==> src/rtl/core/svm_pkg.sv <==
`timescale 1ns / 1ps
// ----------------------------------------------------------------------------
// svm_pkg
// shared types and constants of the sample voice mixer
// ----------------------------------------------------------------------------
package svm_pkg;

    localparam int SampleDepth = 65536;
    localparam int MaxVoices   = 16;
    localparam int SoundSlots  = 8;
    localparam int AddrW       = $clog2(SampleDepth);
    localparam int VoiceW      = $clog2(MaxVoices);
    localparam int CountW      = $clog2(MaxVoices + 1);
    localparam int SlotW       = $clog2(SoundSlots);

    localparam logic [15:0] UnityGain = 16'd4096;
    localparam logic [16:0] MaxLen    = 17'd65536;

    typedef enum logic [2:0] {
        KIND_TICK   = 3'd0,
        KIND_LOAD   = 3'd1,
        KIND_DEFINE = 3'd2,
        KIND_CTRL   = 3'd3,
        KIND_PLAY   = 3'd4,
        KIND_STOP   = 3'd5
    } kind_t;

    typedef enum logic [1:0] {
        REG_MASTER_VOLUME = 2'd0,
        REG_MASTER_MUTE   = 2'd1,
        REG_MASTER_PAUSE  = 2'd2
    } reg_index_t;

    typedef enum logic [2:0] {
        ST_IDLE,
        ST_WALK,
        ST_READ,
        ST_MAC,
        ST_SCALE,
        ST_CLIP,
        ST_OUT
    } state_t;

    // per-voice step request from the sequencer to the voice table
    typedef struct packed {
        logic              start;
        logic [VoiceW-1:0] voice;
    } voice_req_t;

endpackage

==> src/rtl/core/svm_clip.sv <==
`timescale 1ns / 1ps
// ----------------------------------------------------------------------------
// svm_clip
// scales |t| (2^-39 units) to 32-bit full scale, truncated, saturated, signed
// ----------------------------------------------------------------------------
module svm_clip
    import svm_pkg::*;
(
    input  logic        neg,
    input  logic [51:0] mag_in,
    output logic [31:0] result
);
    logic [51:0] q;
    logic [7:0]  r;
    logic [39:0] rs;
    logic [31:0] m;

    always_comb
    begin
        q  = mag_in >> 8;
        r  = mag_in[7:0];
        rs = {1'b0, r, 31'd0};
        if (mag_in >= 52'h80_0000_0000)
        begin
            m = 32'h7FFF_FFFF;
        end
        else
        begin
            // floor(u*(2^31-1)/2^39) = (u>>8) - (r*2^31 < u)
            m = q[31:0] - ((52'(rs) < mag_in) ? 32'd1 : 32'd0);
        end
        result = neg ? (32'd0 - m) : m;
    end
endmodule

==> config.mk <==
export PLATFORM = sky130hd
export DESIGN_NAME = svm_clip
export DESIGN_NICKNAME = d
export VERILOG_FILES = /design/src/rtl/core/svm_pkg.sv /design/src/rtl/core/svm_clip.sv
export SDC_FILE = /design/constraint.sdc
export NUM_CORES = 1
export LEC_CHECK = 0
export BUFFER_PORTS_ARGS = -buffer_cell sky130_fd_sc_hd__buf_2
export CORE_UTILIZATION = 26
export DETAILED_ROUTE_END_ITERATION = 16
export MAX_ROUTING_LAYER = met4
export PLACE_DENSITY_LB_ADDON = 0.12
export SLEW_MARGIN = 10
export SYNTH_ARGS = -nofsm -noshare
export SYNTH_HDL_FRONTEND = slang
export SYNTH_SLANG_ARGS = --single-unit
==> constraint.sdc <==
create_clock -name vclk -period 5.6
set_input_delay 0.56 -clock vclk [all_inputs]
set_output_delay 0.56 -clock vclk [all_outputs]
set_load 0.03 [all_outputs]
==> results.json <==
{
  "row_count": 33,
  "cts_hold_buf": 0,
  "initial_utilization": 0.268,
  "avgSynthCellArea_sq_um": 6.54,
  "crit_family": "simple AND/OR/NAND/NOR gates",
  "slowest_stage": "or4_1",
  "drt_iter0_markers": 116,
  "synth_seq_area_share": 0,
  "placedCellCount": 523,
  "max-slew-margin-rel": 0.507,
  "seq_power_share": 0,
  "worst_path_most_repeated_cell": "buf_4",
  "cp.required_ns": 5.04,
  "p_per_area_nw_per_um2": 54.1,
  "cp_num_cells": 22,
  "startpoint": "mag_in[28]",
  "end_kind": "output pin",
  "multi_input_area_sq_um": 2090,
  "holdCritPathClass": "primary input to output pin",
  "busiest_layer": "met2",
  "regArea_sq_um": 0,
  "syn_nets": 400,
  "setup-tns-final_ns": 0,
  "ys_top_cells_by_area": "xnor2_1 (14%), ha_1 (6.9%), nand2_1 (6.0%), o21ai_0 (5.5%), xor2_1 (4.8%)",
  "hold_violations": 0,
  "die_x_um": 93.8,
  "grt_pass1_wl_mm": 12.5,
  "crit_type": "primary input to output pin",
  "status": "complete, no violations",
  "grtUsageMet1": 0.248,
  "mostFrequentLayoutCell": "buf_2",
  "fin_cells": 527,
  "first_pass_iters": 4,
  "drive_gt1_frac": 0.334,
  "syn_area_sq_um": 2190,
  "rsz0062_at_grt": "no",
  "p_leak_nw": 1.15,
  "synth_cell_types": 63,
  "post_drt_wl_per_cell_um": 15.0,
  "period_needed_ns": 5.25,
  "place_congestion": 0.879,
  "synth_top_area_cell": "xnor2_1",
  "drc": 0,
  "grt.total_usage": 0.180,
  "drt-total-wl_mm": 7.89,
  "synth.top_cell.area_share": 0.136,
  "p_sw_frac": 0.615,
  "syn_to_final_growth_pct": 32.1,
  "maxSlewViolCount": 0,
  "p_switching_mw": 0.0964,
  "die-area_sq_um": 8800,
  "hpwl_mm": 6.51,
  "via_per_inst": 5.20,
  "syn_inst": 335,
  "grt_overflow": 0,
  "cap_violations": 0,
  "fin_area_sq_um": 2890,
  "clockPowerShare": 0,
  "max_stage_delay_ns": 0.59,
  "grt_pass1_vias": 2444,
  "grt_max_degree": 44,
  "cp_cell_sequence": "buf_2, or4_1, nor3_2, a21oi_1, o21ai_1, a21oi_1, o21ai_0, nand2_1, ha_1, buf_4, ha_1, or3b_4, buf_4, nand2_1, a311oi_1, o2111ai_2, nor4_1, buf_4, nand3_2, o21ai_1, xnor2_1, clkbuf_4",
  "seq_cell_count": 0,
  "gr-usage-met3": 0.00485,
  "cp_data_arrival_time_ns": 4.69,
  "die_h_um": 93.8,
  "cp_num_buf_inv": 5,
  "diodes": 0,
  "ir_drop_mv": 0.0199,
  "start_kind": "primary input",
  "grtUsageMet2": 0.310,
  "fillers": 937,
  "nClkBuffers": 0,
  "mostFrequentLayoutCells": "buf_2 (82), nand2_1 (35), xnor2_1 (34)",
  "path_max_fanout": 7,
  "post_dp_cell_area_sq_um": 2760,
  "hp-start": "mag_in[38]",
  "postLayoutCoreUtil": 0.354,
  "ys_warn_count": 0,
  "p_comb_frac": 1.000,
  "antenna_found_initial": 0,
  "nets": 489,
  "fmaxAchievable_ghz": 0.191,
  "fin_crit_sh": 0.937,
  "setup_ws_ns": 0.353,
  "drtAntennaViolNets": 0,
  "core_area_sq_um": 8180,
  "crit_path_end": "result[26]",
  "setup_viol": 0,
  "io_pins": 85,
  "port_buffers": 85,
  "p_int_mw": 0.0602,
  "worst_pin_slew_ns": 0.740,
  "dp_slack_ns": 0.125,
  "vias": 2743
}
## cell type report
cell class	instances	area share
multi-input combinational	297	0.723
timing repair buffer	108	0.209
tap	105	0.0454
inverter	17	0.0220
## cells by family (layout without fill, tap and decap cells)
logic type | count (synthesis) | after routing | share of synthesized area
and+or+nand+nor | 163 | 163 | 0.419
AOI/OAI and AO/OA | 73 | 73 | 0.227
xor gates and xnor gates | 46 | 46 | 0.184
buffers and inverters | 38 | 125 | 0.0868
adders and majority gates | 12 | 12 | 0.0685
muxes | 3 | 3 | 0.0143
## cells in the mapped netlist, types with 2 or more instances
cell type	n
or3_1	3
nand3_1	13
and3_1	4
or3b_2	2
nor2_1	24
nand2_1	35
ha_1	12
nand2b_1	5
nor4_1	14
mux2i_1	2
xnor2_1	34
a22oi_1	5
a21oi_1	9
xor2_1	12
or2_2	3
nand4b_1	4
a311oi_1	3
a21o_1	5
nor4b_1	2
nand4_1	10
o21ai_0	24
o22ai_1	4
buf_6	3
o31ai_1	6
a31oi_1	3
or4_1	4
clkbuf_1	13
nand3b_1	3
nor3b_1	3
nor3_1	18
inv_1	17
clkbuf_8	2
and2_1	4
## what timing repair did
| item | 4_1_cts | 5_1_grt |
|---|---|---|
| endpoints found under the setup margin | 0 | 19 |
| resized for setup | 0 | 25 |
| buffers inserted | 0 | 4 |
## per-layer routing
layer | vias up | share of wire
li1 | 1413 | -
met5 | - | 0
met1 | 1287 | 0.49
met2 | 43 | 0.48
met3 | 0 | 0.031
met4 | 0 | 0
## tightest hold or removal path, stage by stage
cell and delay (ns):
buf_2 0.09, inv_1 0.07, nand4_1 0.09, xor2_1 0.06, clkbuf_4 0.17
## per-stage QoR
step	hold slack [ns]	total power [mW]
6_report	1.62	0.157
5_1_grt	1.64	0.171
4_1_cts	1.61	0.151
3_5_place_dp	1.61	0.151
3_3_place_gp	1.61	0.151
2_1_floorplan	1.41	0.0937
## power groups by stage
stage	Sequential [mW]	Combinational, mW	Clock [mW]
2_1_floorplan	0	0.0937	0
6_report	0	0.157	0
3_3_place_gp	0	0.151	0
5_1_grt	0	0.171	0
3_5_place_dp	0	0.151	0
4_1_cts	0	0.151	0
## worst min path at each step
stage                             to  slack, ns  cells past startpoint
after floorplan           result[31]       1.41                      3
after global placement    result[31]       1.61                      5
after detailed placement  result[31]       1.61                      5
after CTS                 result[31]       1.61                      5
after global routing      result[31]       1.64                      5
final                     result[31]       1.62                      5
Note: power is estimated with default switching activity, not from simulation.
